$ cat src/hw/rtl/cld_pkg.sv
// ----------------------------------------------------------------------------
// cld_pkg: shared types for the capacity-limited dispatcher
// Command/result word layouts, item kinds and entry phases.
// ----------------------------------------------------------------------------
`default_nettype none
package cld_pkg;

    localparam int unsigned MAX_OPS = 16;
    localparam int unsigned TIME_W  = 32;

    typedef enum logic [1:0] {
        KIND_LOAD     = 2'd0,
        KIND_SCHEDULE = 2'd1,
        KIND_FINISH   = 2'd2,
        KIND_RESTART  = 2'd3
    } kind_t;

    typedef enum logic [1:0] {
        PH_PENDING  = 2'd0,
        PH_RUN_FREE = 2'd1,
        PH_RUN_CAP  = 2'd2,
        PH_DONE     = 2'd3
    } phase_t;

    localparam logic [1:0] CFG_INIT_CAP  = 2'd0;
    localparam logic [1:0] CFG_ORDER     = 2'd1;
    localparam logic [1:0] CFG_OP_COUNT  = 2'd2;

    typedef struct packed {
        logic [1:0]        kind;
        logic [3:0]        entry_index;
        logic [15:0]       duration;
        logic [15:0]       importance;
        logic [15:0]       prereq_mask;
        logic [TIME_W-1:0] now;
    } cmd_word_t;

    typedef struct packed {
        logic              dispatched;
        logic [3:0]        op_index;
        logic [TIME_W-1:0] finish_time;
        logic              takes_capacity;
        logic [4:0]        finished_count;
        logic [7:0]        capacity_left;
        logic              last;
    } res_word_t;

endpackage
`default_nettype wire

$ cat src/hw/rtl/cld_pick.sv
// ----------------------------------------------------------------------------
// cld_pick: shared compare unit
// Keeps the best candidate seen so far over a scan of the table.
// ----------------------------------------------------------------------------
`default_nettype none
module cld_pick
    import cld_pkg::*;
#(
    parameter int unsigned IDX_W = 4
) (
    input  wire logic             clk,
    input  wire logic             rst_n,
    input  wire logic             clear,
    input  wire logic             offer,
    input  wire logic             by_importance,
    input  wire logic [IDX_W-1:0] idx,
    input  wire logic [15:0]      importance,
    output logic                  found,
    output logic [IDX_W-1:0]      best_idx
);
    logic        found_reg;
    logic [IDX_W-1:0] best_reg;
    logic [15:0] best_imp_reg;
    logic        take;

    // scan runs in ascending index, so strict > keeps ties at lower index
    assign take = offer && (!found_reg || (by_importance && importance > best_imp_reg));

    always_ff @(posedge clk or negedge rst_n)
    begin
        if (!rst_n)
        begin
            found_reg <= 1'b0;
        end
        else if (clear)
        begin
            found_reg <= 1'b0;
        end
        else if (take)
        begin
            found_reg <= 1'b1;
        end
    end

    always_ff @(posedge clk)
    begin
        if (take && !clear)
        begin
            best_reg     <= idx;
            best_imp_reg <= importance;
        end
    end

    assign found    = found_reg;
    assign best_idx = best_reg;
endmodule
`default_nettype wire

$ cat src/hw/rtl/capacity_limited_priority_dispatcher.sv
// ----------------------------------------------------------------------------
// capacity_limited_priority_dispatcher: list scheduler with a capacity limit
// Operation table, sequencer and one shared best-candidate compare unit.
// ----------------------------------------------------------------------------
// Usage: a command word is taken when start is high and busy is low; busy then
// stays high until the last result has been shown. Results appear one per
// strobe cycle and cannot be stalled, so the receiver must take every strobe.
// A load gives no result. Restart clears all phases together, then strobes
// its status word from the status state. Finish sweeps all 16 entries, one a
// cycle, then shows its status word. Schedule sweeps once for free operations
// (first time after reset or restart only), then for every dispatch sweeps the
// table once to pick the best candidate and issues it; a candidate test checks
// its prerequisite mask against a done vector decoded from the phase flops.
// Each dispatch word waits in a hold register so the final word can carry last,
// so words trail their issue. A schedule gives at most 16 results; the sweeps
// through the table by the compare unit set its run time.
// ----------------------------------------------------------------------------
`default_nettype none
module capacity_limited_priority_dispatcher
    import cld_pkg::*;
(
    input  wire logic      clk,
    input  wire logic      rst_n,
    input  wire logic      start,
    output logic           busy,
    input  wire cmd_word_t cmd,
    output logic           strobe,
    output res_word_t      result,
    input  wire logic      cfg_valid,
    output logic           cfg_ready,
    input  wire logic [1:0] cfg_index,
    input  wire logic [7:0] cfg_data
);
    localparam int unsigned MAX_OPERATIONS = MAX_OPS;
    localparam int unsigned TIME_BITS      = TIME_W;
    localparam int unsigned IDX_W = $clog2(MAX_OPERATIONS);
    localparam int unsigned CNT_W = $clog2(MAX_OPERATIONS + 1);
    localparam int unsigned TBL   = (MAX_OPERATIONS < 16) ? MAX_OPERATIONS : 16;
    localparam logic [TIME_BITS:0] TIME_MAX = {1'b0, {TIME_BITS{1'b1}}};

    typedef enum logic [2:0] {
        S_IDLE, S_CLASS, S_SCAN, S_ISSUE, S_FINISH, S_RESTART, S_STATUS
    } state_t;

    // entry table (small, read combinationally at the scan pointer and the picked index)
    logic [15:0]          dur_mem [MAX_OPERATIONS];
    logic [15:0]          imp_mem [MAX_OPERATIONS];
    logic [15:0]          pre_mem [MAX_OPERATIONS];
    logic [TIME_BITS-1:0] fin_mem [MAX_OPERATIONS];
    phase_t               phase_reg [MAX_OPERATIONS];

    state_t               state_reg;
    logic [7:0]           init_cap_reg, cap_reg;
    logic                 order_reg, classified_reg;
    logic [4:0]           opcnt_reg;
    logic [TIME_BITS-1:0] now_reg;
    logic [CNT_W-1:0]     ptr_reg;
    logic [4:0]           nres_reg, done_reg;
    logic                 strobe_reg;
    res_word_t            res_reg;
    res_word_t            hold_reg;       // newest word, not yet shown
    logic                 hold_valid_reg;
    res_word_t            hold_final;

    logic [CNT_W-1:0] n_act;
    logic [IDX_W-1:0] ptr_idx;
    logic [MAX_OPERATIONS-1:0] done_vec;
    logic [15:0]      mask_eff, done16;
    logic             cand, pick_found;
    logic [IDX_W-1:0] pick_idx;
    logic             scan_end;
    logic [TIME_BITS:0] sum;
    logic [TIME_BITS-1:0] fin_sat;

    assign n_act   = (opcnt_reg > 5'(MAX_OPERATIONS)) ? CNT_W'(MAX_OPERATIONS)
                                                    : CNT_W'(opcnt_reg);
    assign ptr_idx = ptr_reg[IDX_W-1:0];
    assign scan_end = (ptr_reg >= n_act);

    always_comb
    begin
        for (int k = 0; k < MAX_OPERATIONS; k++)
        begin
            done_vec[k] = (phase_reg[k] == PH_DONE);
        end
        done16 = '1;
        for (int k = 0; k < TBL; k++)
        begin
            done16[k] = done_vec[k] || (k >= int'(n_act));
        end
        mask_eff = pre_mem[ptr_idx] & ~done16;
        cand = !scan_end && phase_reg[ptr_idx] == PH_PENDING
               && dur_mem[ptr_idx] != 16'd0 && mask_eff == 16'd0;
    end

    // held word as it goes out when it is the final one
    always_comb
    begin
        hold_final      = hold_reg;
        hold_final.last = 1'b1;
    end

    cld_pick #(.IDX_W(IDX_W)) u_pick (
        .clk           (clk),
        .rst_n         (rst_n),
        .clear         (state_reg != S_SCAN),
        .offer         (state_reg == S_SCAN && cand),
        .by_importance (order_reg),
        .idx           (ptr_idx),
        .importance    (imp_mem[ptr_idx]),
        .found         (pick_found),
        .best_idx      (pick_idx)
    );

    assign sum     = {1'b0, now_reg} + (TIME_BITS+1)'(dur_mem[pick_idx]);
    assign fin_sat = (sum > TIME_MAX) ? TIME_MAX[TIME_BITS-1:0] : sum[TIME_BITS-1:0];

    assign busy      = (state_reg != S_IDLE);
    assign cfg_ready = (state_reg == S_IDLE);
    assign strobe    = strobe_reg;
    assign result    = res_reg;

    // table payload
    always_ff @(posedge clk)
    begin
        if (state_reg == S_IDLE && start && cmd.kind == KIND_LOAD
            && 32'(cmd.entry_index) < MAX_OPERATIONS)
        begin
            dur_mem[IDX_W'(cmd.entry_index)] <= cmd.duration;
            imp_mem[IDX_W'(cmd.entry_index)] <= cmd.importance;
            pre_mem[IDX_W'(cmd.entry_index)] <= cmd.prereq_mask;
        end
        if (state_reg == S_CLASS && !scan_end)
        begin
            fin_mem[ptr_idx] <= now_reg;
        end
        if (state_reg == S_ISSUE)
        begin
            fin_mem[pick_idx] <= fin_sat;
        end
    end

    always_ff @(posedge clk or negedge rst_n)
    begin
        if (!rst_n)
        begin
            state_reg      <= S_IDLE;
            init_cap_reg   <= 8'd1;
            cap_reg        <= 8'd1;
            order_reg      <= 1'b0;
            opcnt_reg      <= 5'd0;
            classified_reg <= 1'b0;
            ptr_reg        <= '0;
            nres_reg       <= '0;
            done_reg       <= '0;
            strobe_reg     <= 1'b0;
            now_reg        <= '0;
            res_reg        <= '0;
            hold_reg       <= '0;
            hold_valid_reg <= 1'b0;
            for (int k = 0; k < MAX_OPERATIONS; k++)
            begin
                phase_reg[k] <= PH_PENDING;
            end
        end
        else
        begin
            unique case (state_reg)
                S_IDLE:
                begin
                    strobe_reg <= 1'b0;
                    if (cfg_valid)
                    begin
                        unique case (cfg_index)
                            CFG_INIT_CAP: init_cap_reg <= cfg_data;
                            CFG_ORDER:    order_reg    <= cfg_data[0];
                            CFG_OP_COUNT: opcnt_reg    <= cfg_data[4:0];
                            default:      ;
                        endcase
                    end
                    if (start)
                    begin
                        now_reg  <= cmd.now[TIME_BITS-1:0];
                        ptr_reg  <= '0;
                        nres_reg <= '0;
                        done_reg <= '0;
                        unique case (kind_t'(cmd.kind))
                            KIND_SCHEDULE:
                                state_reg <= classified_reg ? S_SCAN : S_CLASS;
                            KIND_FINISH:   state_reg <= S_FINISH;
                            KIND_RESTART:  state_reg <= S_RESTART;
                            default:       state_reg <= S_IDLE;
                        endcase
                    end
                end
                S_CLASS:
                begin
                    classified_reg <= 1'b1;
                    if (scan_end || nres_reg == 5'd16)
                    begin
                        strobe_reg <= 1'b0;
                        ptr_reg    <= '0;
                        state_reg  <= S_SCAN;
                    end
                    else
                    begin
                        if (phase_reg[ptr_idx] == PH_PENDING && dur_mem[ptr_idx] == 16'd0)
                        begin
                            phase_reg[ptr_idx] <= PH_RUN_FREE;
                            // show the previous word, keep the new one back
                            strobe_reg <= hold_valid_reg;
                            if (hold_valid_reg)
                            begin
                                res_reg <= hold_reg;
                            end
                            hold_reg   <= '{dispatched: 1'b1, op_index: 4'(ptr_idx),
                                            finish_time: TIME_W'(now_reg),
                                            takes_capacity: 1'b0, finished_count: 5'd0,
                                            capacity_left: cap_reg, last: 1'b0};
                            hold_valid_reg <= 1'b1;
                            nres_reg   <= nres_reg + 5'd1;
                        end
                        else
                        begin
                            strobe_reg <= 1'b0;
                        end
                        ptr_reg <= ptr_reg + 1'b1;
                    end
                end
                S_SCAN:
                begin
                    strobe_reg <= 1'b0;
                    if (cap_reg == 8'd0 || nres_reg == 5'd16)
                    begin
                        state_reg <= S_STATUS;
                    end
                    else if (scan_end)
                    begin
                        state_reg <= pick_found ? S_ISSUE : S_STATUS;
                    end
                    else
                    begin
                        ptr_reg <= ptr_reg + 1'b1;
                    end
                end
                S_ISSUE:
                begin
                    phase_reg[pick_idx] <= PH_RUN_CAP;
                    cap_reg    <= cap_reg - 8'd1;
                    strobe_reg <= hold_valid_reg;
                    if (hold_valid_reg)
                    begin
                        res_reg <= hold_reg;
                    end
                    hold_reg   <= '{dispatched: 1'b1, op_index: 4'(pick_idx),
                                    finish_time: TIME_W'(fin_sat), takes_capacity: 1'b1,
                                    finished_count: 5'd0, capacity_left: cap_reg - 8'd1,
                                    last: 1'b0};
                    hold_valid_reg <= 1'b1;
                    nres_reg   <= nres_reg + 5'd1;
                    ptr_reg    <= '0;
                    state_reg  <= S_SCAN;
                end
                S_FINISH:
                begin
                    strobe_reg <= 1'b0;
                    if (ptr_reg == CNT_W'(MAX_OPERATIONS))
                    begin
                        state_reg <= S_STATUS;
                    end
                    else
                    begin
                        if ((phase_reg[ptr_idx] == PH_RUN_FREE
                             || phase_reg[ptr_idx] == PH_RUN_CAP)
                            && fin_mem[ptr_idx] == now_reg)
                        begin
                            phase_reg[ptr_idx] <= PH_DONE;
                            done_reg <= done_reg + 5'd1;
                            if (phase_reg[ptr_idx] == PH_RUN_CAP && cap_reg != 8'hFF)
                            begin
                                cap_reg <= cap_reg + 8'd1;
                            end
                        end
                        ptr_reg <= ptr_reg + 1'b1;
                    end
                end
                S_RESTART:
                begin
                    strobe_reg <= 1'b0;
                    // finish times need no clear: only running entries compare them
                    for (int k = 0; k < MAX_OPERATIONS; k++)
                    begin
                        phase_reg[k] <= PH_PENDING;
                    end
                    cap_reg        <= init_cap_reg;
                    classified_reg <= 1'b0;
                    state_reg      <= S_STATUS;
                end
                S_STATUS:
                begin
                    // held dispatch word goes out as the final one; a status
                    // word only when the item emitted nothing
                    strobe_reg     <= 1'b1;
                    hold_valid_reg <= 1'b0;
                    if (hold_valid_reg)
                    begin
                        res_reg <= hold_final;
                    end
                    else
                    begin
                        res_reg <= '{dispatched: 1'b0, op_index: 4'd0,
                                     finish_time: '0, takes_capacity: 1'b0,
                                     finished_count: done_reg,
                                     capacity_left: cap_reg, last: 1'b1};
                    end
                    state_reg <= S_IDLE;
                end
                default:
                begin
                    strobe_reg <= 1'b0;
                    state_reg  <= S_IDLE;
                end
            endcase
        end
    end

    property p_status_last;
        @(posedge clk) disable iff (!rst_n)
        (strobe && !result.dispatched) |-> result.last;
    endproperty
    assert property (p_status_last) else $error("status word without last");

    property p_idle_after_last;
        @(posedge clk) disable iff (!rst_n)
        (strobe && result.last) |-> !busy;
    endproperty
    assert property (p_idle_after_last) else $error("busy after last word");

    property p_cap_use;
        @(posedge clk) disable iff (!rst_n)
        (strobe && result.takes_capacity) |-> result.dispatched;
    endproperty
    assert property (p_cap_use) else $error("capacity word not dispatched");

endmodule
`default_nettype wire

$ cat config.mk
export PLATFORM = sky130hd
export DESIGN_NAME = capacity_limited_priority_dispatcher
export DESIGN_NICKNAME = d
export VERILOG_FILES = /design/src/hw/rtl/cld_pkg.sv /design/src/hw/rtl/cld_pick.sv /design/src/hw/rtl/capacity_limited_priority_dispatcher.sv
export SDC_FILE = /design/constraint.sdc
export NUM_CORES = 2
export LEC_CHECK = 0
export ABC_CLOCK_PERIOD_IN_PS = 7500
export BUFFER_PORTS_ARGS = -buffer_cell sky130_fd_sc_hd__buf_2
export CORE_MARGIN = 2
export CORE_UTILIZATION = 50
export DETAILED_ROUTE_END_ITERATION = 10
export PLACE_DENSITY_LB_ADDON = 0.25
export SLEW_MARGIN = 30
export SYNTH_ARGS = -nofsm -noshare
export SYNTH_HDL_FRONTEND = slang
export SYNTH_SLANG_ARGS = --single-unit
$ cat constraint.sdc
create_clock -name clk -period 7.5 [get_ports clk]
set_input_delay 1.5 -clock clk [delete_from_list [all_inputs] [get_ports clk]]
set_output_delay 1.5 -clock clk [all_outputs]
set_load 0.005 [all_outputs]
Word-level counts from Yosys, hierarchy flattened

Memory sizes are Yosys's and may differ from the RTL's. A register that Yosys moved wholly into a read port is not among the register bits.
Cells that the tools add are included.

Add/subtract/negate cells: 6
Multipliers: 0
Div/mod/pow operators: 0
Magnitude comparators: 24
Eq/ne operators: 45
Shift-type cells: 0
Mux-type cells: 66
Bitwise operators: 11
Reduce and logical (&&, ||, !) cells: 69

Operators with widths:

| kind                 | count |
|---|---|
| $mux 52              | 6 |
| $mux 32              | 6 |
| $pmux 52 s3          | 1 |
| $pmux 32 s4          | 1 |
| $pmux 52 s2          | 1 |
| $mux 5               | 10 |
| $and 16x16->16       | 3 |
| $not 16->16          | 3 |
| $eq 2x2->1 const B   | 20 |
| $ge 4x5->1 const A   | 8 |
| $add 32x16->33       | 1 |
| $gt 33x32->1 const B | 1 |
| $eq 32x32->1         | 1 |
| $logic_not 16->1     | 2 |
| $or 16x16->16        | 2 |
| $or 32x32->32        | 1 |
| $reduce_or 32->1     | 1 |
| $pmux 5 s5           | 1 |
| $mux 8               | 3 |
| $pmux 8 s3           | 1 |
| $ge 3x5->1 const A   | 4 |
| $logic_or 1x1->1     | 20 |
| $mux 3               | 6 |
| $pmux 3 s6           | 1 |
| 44 further kinds     | 117 |

Register bits after elaboration: 232
Latch bits: 0
Memory bits (writable): 1,280
ROM bits: 0
Output and inout port bits: 55
Logic and storage cells: 270
Memories: 4

Memories:

| memory  | words | bits a word | rd ports | clocked after memory_dff | write ports | RTL line                                   | RTL |
|---|---|---|---|---|---|---|---|
| fin_mem | 16    | 32          | 1        | 0                        | 1           | capacity_limited_priority_dispatcher.sv:49 | `logic [TIME_BITS-1:0] fin_mem [MAX_OPERATIONS];` |
| dur_mem | 16    | 16          | 2        | 1                        | 1           | capacity_limited_priority_dispatcher.sv:46 | `logic [15:0] dur_mem [MAX_OPERATIONS];` |
| imp_mem | 16    | 16          | 1        | 0                        | 1           | capacity_limited_priority_dispatcher.sv:47 | `logic [15:0] imp_mem [MAX_OPERATIONS];` |
| pre_mem | 16    | 16          | 1        | 0                        | 1           | capacity_limited_priority_dispatcher.sv:48 | `logic [15:0] pre_mem [MAX_OPERATIONS];` |

Longest topological paths before layout

Depth in word-level cells: 12
Gate-level depth with buffers: 25

Modules after synthesis

A second synthesis with hierarchy kept.

Cells, all modules: 3,559
Area total of the unflattened synthesis: 62,443.6 um^2

Modules (own cells, without submodules):

| module                               | times used | cells an instance | area each (um^2) |
|---|---|---|---|
| capacity_limited_priority_dispatcher | 1          | 3,478             | 61,372.6 |
| cld_pick                             | 1          | 81                | 1,071.0 |

Worst setup path before layout

OpenSTA, ideal clock, no wires.

Path kind: register to register
From: register ptr_reg[1]
To: register u_pick.best_reg[0], in the netlist u_pick.best_idx[0], enable pin
Setup time: 0.404 ns
Arrival time: 5.702 ns
Required time: 7.096 ns
Setup slack: 1.395 ns
Stages on the path, launching flop included: 21
Period minus slack after synthesis: 6.105 ns
Path through: dfrtp_1 -> buf_2 -> buf_2 -> buf_1 -> buf_2 -> buf_1 -> clkbuf_1 -> clkbuf_1 -> clkbuf_1 -> mux4_2 -> mux4_2 -> ha_1 -> nor2b_1 -> o21a_1 -> o21a_1 -> o21a_1 -> o21a_1 -> o21ai_0 -> o2111ai_1 -> o2111ai_1 -> a21oi_1

Elaborated cells on any way between the ends: 22

RTL lines:

| item                     | RTL line                                    | RTL |
|---|---|---|
| from (decl)              | capacity_limited_priority_dispatcher.sv:57  | `logic [CNT_W-1:0] ptr_reg;` |
| from (signal assigned)   | capacity_limited_priority_dispatcher.sv:227 | `ptr_reg <= ptr_reg + 1'b1;` |
| from (signal assigned)   | capacity_limited_priority_dispatcher.sv:243 | `ptr_reg <= ptr_reg + 1'b1;` |
| from (signal assigned)   | capacity_limited_priority_dispatcher.sv:284 | `ptr_reg <= ptr_reg + 1'b1;` |
| $mem_v2 16x16            | --                                          |  |
| via u_pick.importance[1] | cld_pick.sv:17                              | `input wire logic [15:0] importance,` |
| $gt 16x16->1             | cld_pick.sv:27                              | `assign take = offer && (!found_reg \|\| (by_importance && importance > best_imp_reg));` |
| $logic_and 1x1->1        | cld_pick.sv:27                              |  |
| $logic_or 1x1->1         | cld_pick.sv:27                              |  |
| $logic_and 1x1->1        | cld_pick.sv:27                              |  |
| $logic_and 1x1->1        | cld_pick.sv:47                              | `if (take && !clear)` |
| to (signal assigned)     | cld_pick.sv:49                              | `best_reg <= idx;` |
| to (decl)                | cld_pick.sv:22                              | `logic [IDX_W-1:0] best_reg;` |

The timed path passes the listed nets, and every way through them passes these cells. The select of a mux whose other input is x is not followed.
A chain may end at the register's enable or synchronous reset.

==> reports/summary.log <==
qor: synthesis.synth-edff-count 1300
qor: timing.slew_violations 0
qor: critical_path.critical_path.startpoint_type register
qor: timing.hold_slack 0.468 ns
qor: timing.timing.slew.headroom 31.0%
qor: job.timing.max_cap.violations 0
qor: clocking.post_cts_repair_timing_setup_buffer_count 0
qor: synthesis.async_reset_ff_share 13.6%
qor: die.effective_utilization_at_floorplan 50.4%
qor: timing.tns 0 ns
qor: min_path.endpoint_worst_hold hold_final[51]
qor: grt.grt_antenna_before_repair 10
qor: die.floorplan.die.width 358 µm
qor: critical_path.worstSetupEndpointType register
qor: min_path.min_path_cells 1
qor: synthesis.synthDominantCellAreaShare 62.4%
qor: route.antenna_violating_nets_post_route 0
qor: clocking.clkSinkCount 1510
qor: synthesis.synth_seq_cells 1510
qor: route.initial_drc_count 3995
qor: synthesis.post_synth.cell_area_avg 17.9 µm²
qor: finish.final_area 70400 µm²
qor: place.dp.cells 5181
qor: die.die_h 358 µm
qor: route.vias_per_cell 6.38
qor: critical_path.crit_required 8.16 ns
qor: grt.first_global_vias 34700
qor: power.power.leakage 23.8 nW
qor: route.routed_wirelength 164000 µm
qor: synthesis.synth_sequential_area_ratio 70.8%
qor: die.core.rowCount 129
qor: synthesis.synth_top_cells_by_count sky130_fd_sc_hd__edfxtp_1 (1300), sky130_fd_sc_hd__mux4_2 (343), sky130_fd_sc_hd__nand2_1 (229)
qor: power.cellInternalPower 16.3 mW
qor: place.io_buffer_count 154
qor: synthesis.syn_area 62500 µm²
qor: die.io_pins 155
qor: timing.clock_skew 0.0317 ns
qor: critical_path.crit_type register to register
qor: finish.finish.cell_count_without_fillers 5453
qor: die.die_area 128000 µm²
qor: power.seq_power_share 46.1%
qor: finish.layout-drive-gt1-share 24.4%
qor: synthesis.yosysTopAreaCell sky130_fd_sc_hd__edfxtp_1
qor: clocking.cts_htree_levels 4
qor: place.dp_slack 1.64 ns
qor: min_path.holdCritStartpoint hold_final[51]
qor: route.drt-wirelength-per-cell 30.1 µm
qor: finish.layout.core_utilization 56.8%
qor: critical_path.critPathMaxFanout 34
qor: clocking.clkSlewWorstSetupHoldPaths 0.06 ns
qor: route.remaining_drc_errors 0
qor: clocking.hold_buffers 0
qor: critical_path.worst_path_largest_cell_delay 0.77 ns
qor: synthesis.synth-warning-count 0
qor: critical_path.ff2ff_setup_slack 1.79 ns
qor: critical_path.crit_arrival 6.37 ns
qor: timing.setup-violations-final 0
qor: clocking.cts_root_buf sky130_fd_sc_hd__clkbuf_16
qor: synthesis.synth.distinct_cells 85
qor: power.comb_power_share 22.8%
qor: timing.worst_margin_slew 1.03 ns
qor: synthesis.syn-instance-count 3484
qor: route.first_pass_iters 7
qor: power.cellPowerDensity 333 nW/µm²
qor: run_status.status finished, final reports clean
qor: synthesis.synthesis.nets 3634
qor: critical_path.critical_path.reg2reg.endpoint hold_final[28]
qor: timing.finalCritPeriodShare 76.2%
qor: grt.grt_max_degree 117
qor: clocking.cts_tree yes
qor: place.routabilityCongestion 0.938
qor: timing.achievable-frequency 175 MHz
qor: clocking.numCtsBuffers 149
qor: synthesis.synth_top_flop_cell sky130_fd_sc_hd__edfxtp_1
qor: synthesis.yosys-top-cells-area sky130_fd_sc_hd__edfxtp_1 (62%), sky130_fd_sc_hd__mux4_2 (12%), sky130_fd_sc_hd__dfrtp_1 (8.2%), sky130_fd_sc_hd__mux2i_1 (1.4%), sky130_fd_sc_hd__nand2_1 (1.4%)
qor: clocking.cts-resized-gates 0
qor: critical_path.cp_common_cell sky130_fd_sc_hd__mux4_2
qor: timing.grt_setup_unrepaired no
qor: place.detailedPlacementHpwl 101000 µm
qor: finish.fin_nets 3847
qor: power.power.switching_fraction 30.3%
qor: power.pwr-share-clk 31.1%
qor: clocking.clock_latency 0.79 ns
qor: power.switchingPower 7.09 mW
qor: grt.gr-total-overflow 0
qor: critical_path.critical_path.cell_chain mux4_2 > mux4_2 > ha_1 > inv_1 > fa_1 > nor2b_1 > o21a_1 > o21ai_0 > a311o_1 > a21oi_1 > o41ai_1 > buf_4 > nand2b_1 > nand2_1 > o22a_1 > mux2_2
qor: min_path.hold_path_class register to register
qor: finish.synthToLayoutAreaGrowth 12.5%
qor: timing.layout_setup_ws 1.79 ns
qor: grt.global_route_wire_length_before_repair 240000 µm
qor: clocking.cts_max_path_buffers 3
qor: grt.gr-usage-all-layers 25.9%
qor: critical_path.r2r.worst_path.cells 16
qor: timing.timing.final.crit_period 5.71 ns
qor: place.place_area 65600 µm²
qor: route.detailroute.via_count 34800
qor: finish.largest_register_ff_count 512
qor: timing.hold_violations 0
qor: synthesis.most_common_cell_in_the_synthesized_netlist sky130_fd_sc_hd__edfxtp_1
qor: power.post-layout-total-power 23.4 mW
qor: die.core_area 124000 µm²
qor: finish.top_register fin_mem
qor: critical_path.slowest_cp_cell sky130_fd_sc_hd__dfxtp_4
qor: power.vdd_drop_max 0.294 mV
==> worst max-delay path, delay by kind of cell (launching register included) <==
kind            cells  cell delay [ns]
compound gates      6             1.57
mux                 3             1.52
simple gates        3             0.91
flops               1             0.77
fa+ha+maj           2             0.45
buf+inv             2             0.30
==> worst max path at each step <==
stage | start | slack, ns | to | cells past startpoint
floorplan | ptr_reg[1] | 1.39 | u_pick.best_idx[0] | 20
global placement | ptr_reg[0] | 1.64 | register | 15
detailed placement | ptr_reg[0] | 1.64 | register | 15
CTS | ptr_reg[0] | 1.60 | register | 15
global route | ptr_reg[0] | 1.41 | register | 16
finish | register | 1.79 | hold_final[28] | 16
==> power groups by stage <==
stage                     registers, mW  clock network (mW)  logic [mW]
final                              10.8                7.29        5.33
after global routing               10.8                7.72        5.76
after CTS                          10.8                7.40        5.27
after detailed placement           11.0                   0        5.26
after global placement             11.0                   0        5.18
after floorplan                    10.4                   0        3.87
==> cell type report <==
class / instances / area (µm²)
Multi-Input combinational cell: 1721 / 17400
Timing Repair Buffer: 255 / 1670
Sequential cell: 1510 / 44300
Clock inverter: 63 / 582
Inverter: 60 / 228
Fill cell: 9383 / 53600
Antenna cell: 3 / 7.51
Clock buffer: 204 / 4150
Tap cell: 1637 / 2050
==> placed cells by master, fill, tap and decap left out, types with 19 or more instances in the layout <==
master and instances:
sky130_fd_sc_hd__edfxtp_1 1300, sky130_fd_sc_hd__mux4_2 343, sky130_fd_sc_hd__nand2_1 229, sky130_fd_sc_hd__dfrtp_1 200, sky130_fd_sc_hd__clkbuf_16 153, sky130_fd_sc_hd__buf_2 153
sky130_fd_sc_hd__nor2_1 118, sky130_fd_sc_hd__o21ai_0 111, sky130_fd_sc_hd__buf_4 90, sky130_fd_sc_hd__a21oi_1 89, sky130_fd_sc_hd__mux2i_1 87, sky130_fd_sc_hd__nor4_1 61
sky130_fd_sc_hd__inv_1 57, sky130_fd_sc_hd__a22o_1 49, sky130_fd_sc_hd__ha_1 49, sky130_fd_sc_hd__mux2_2 41, sky130_fd_sc_hd__a31oi_1 40, sky130_fd_sc_hd__nand3_1 39
sky130_fd_sc_hd__clkbuf_1 38, sky130_fd_sc_hd__xnor2_1 36, sky130_fd_sc_hd__nor2_4 29, sky130_fd_sc_hd__nand4_1 29, sky130_fd_sc_hd__xor2_1 23, sky130_fd_sc_hd__and3_1 22
sky130_fd_sc_hd__mux4_1 21, sky130_fd_sc_hd__clkinv_2 21, sky130_fd_sc_hd__nor3_1 19, sky130_fd_sc_hd__clkinv_1 19
==> logic make-up after synthesis <==
kind of cell / count (synthesis) / share of synthesized area, %
buffers and inverters: 253 / 1.89
xor gates and xnor gates: 59 / 0.827
and+or+nand+nor: 641 / 4.94
muxes: 497 / 15.5
DFF: 1510 / 70.8
AOI/OAI and AO/OA: 474 / 5.00
adders and majority gates: 50 / 1.01
==> per-layer routing <==
metal	track usage, %	share of wire [%]	vias to the layer above
met5	0	0.021	-
li1	-	-	14600
met2	42.5	49	1705
met3	4.67	7.9	373
met4	9.85	4.0	6
met1	35.0	39	18100
Note: power is estimated with default switching activity, not from simulation.
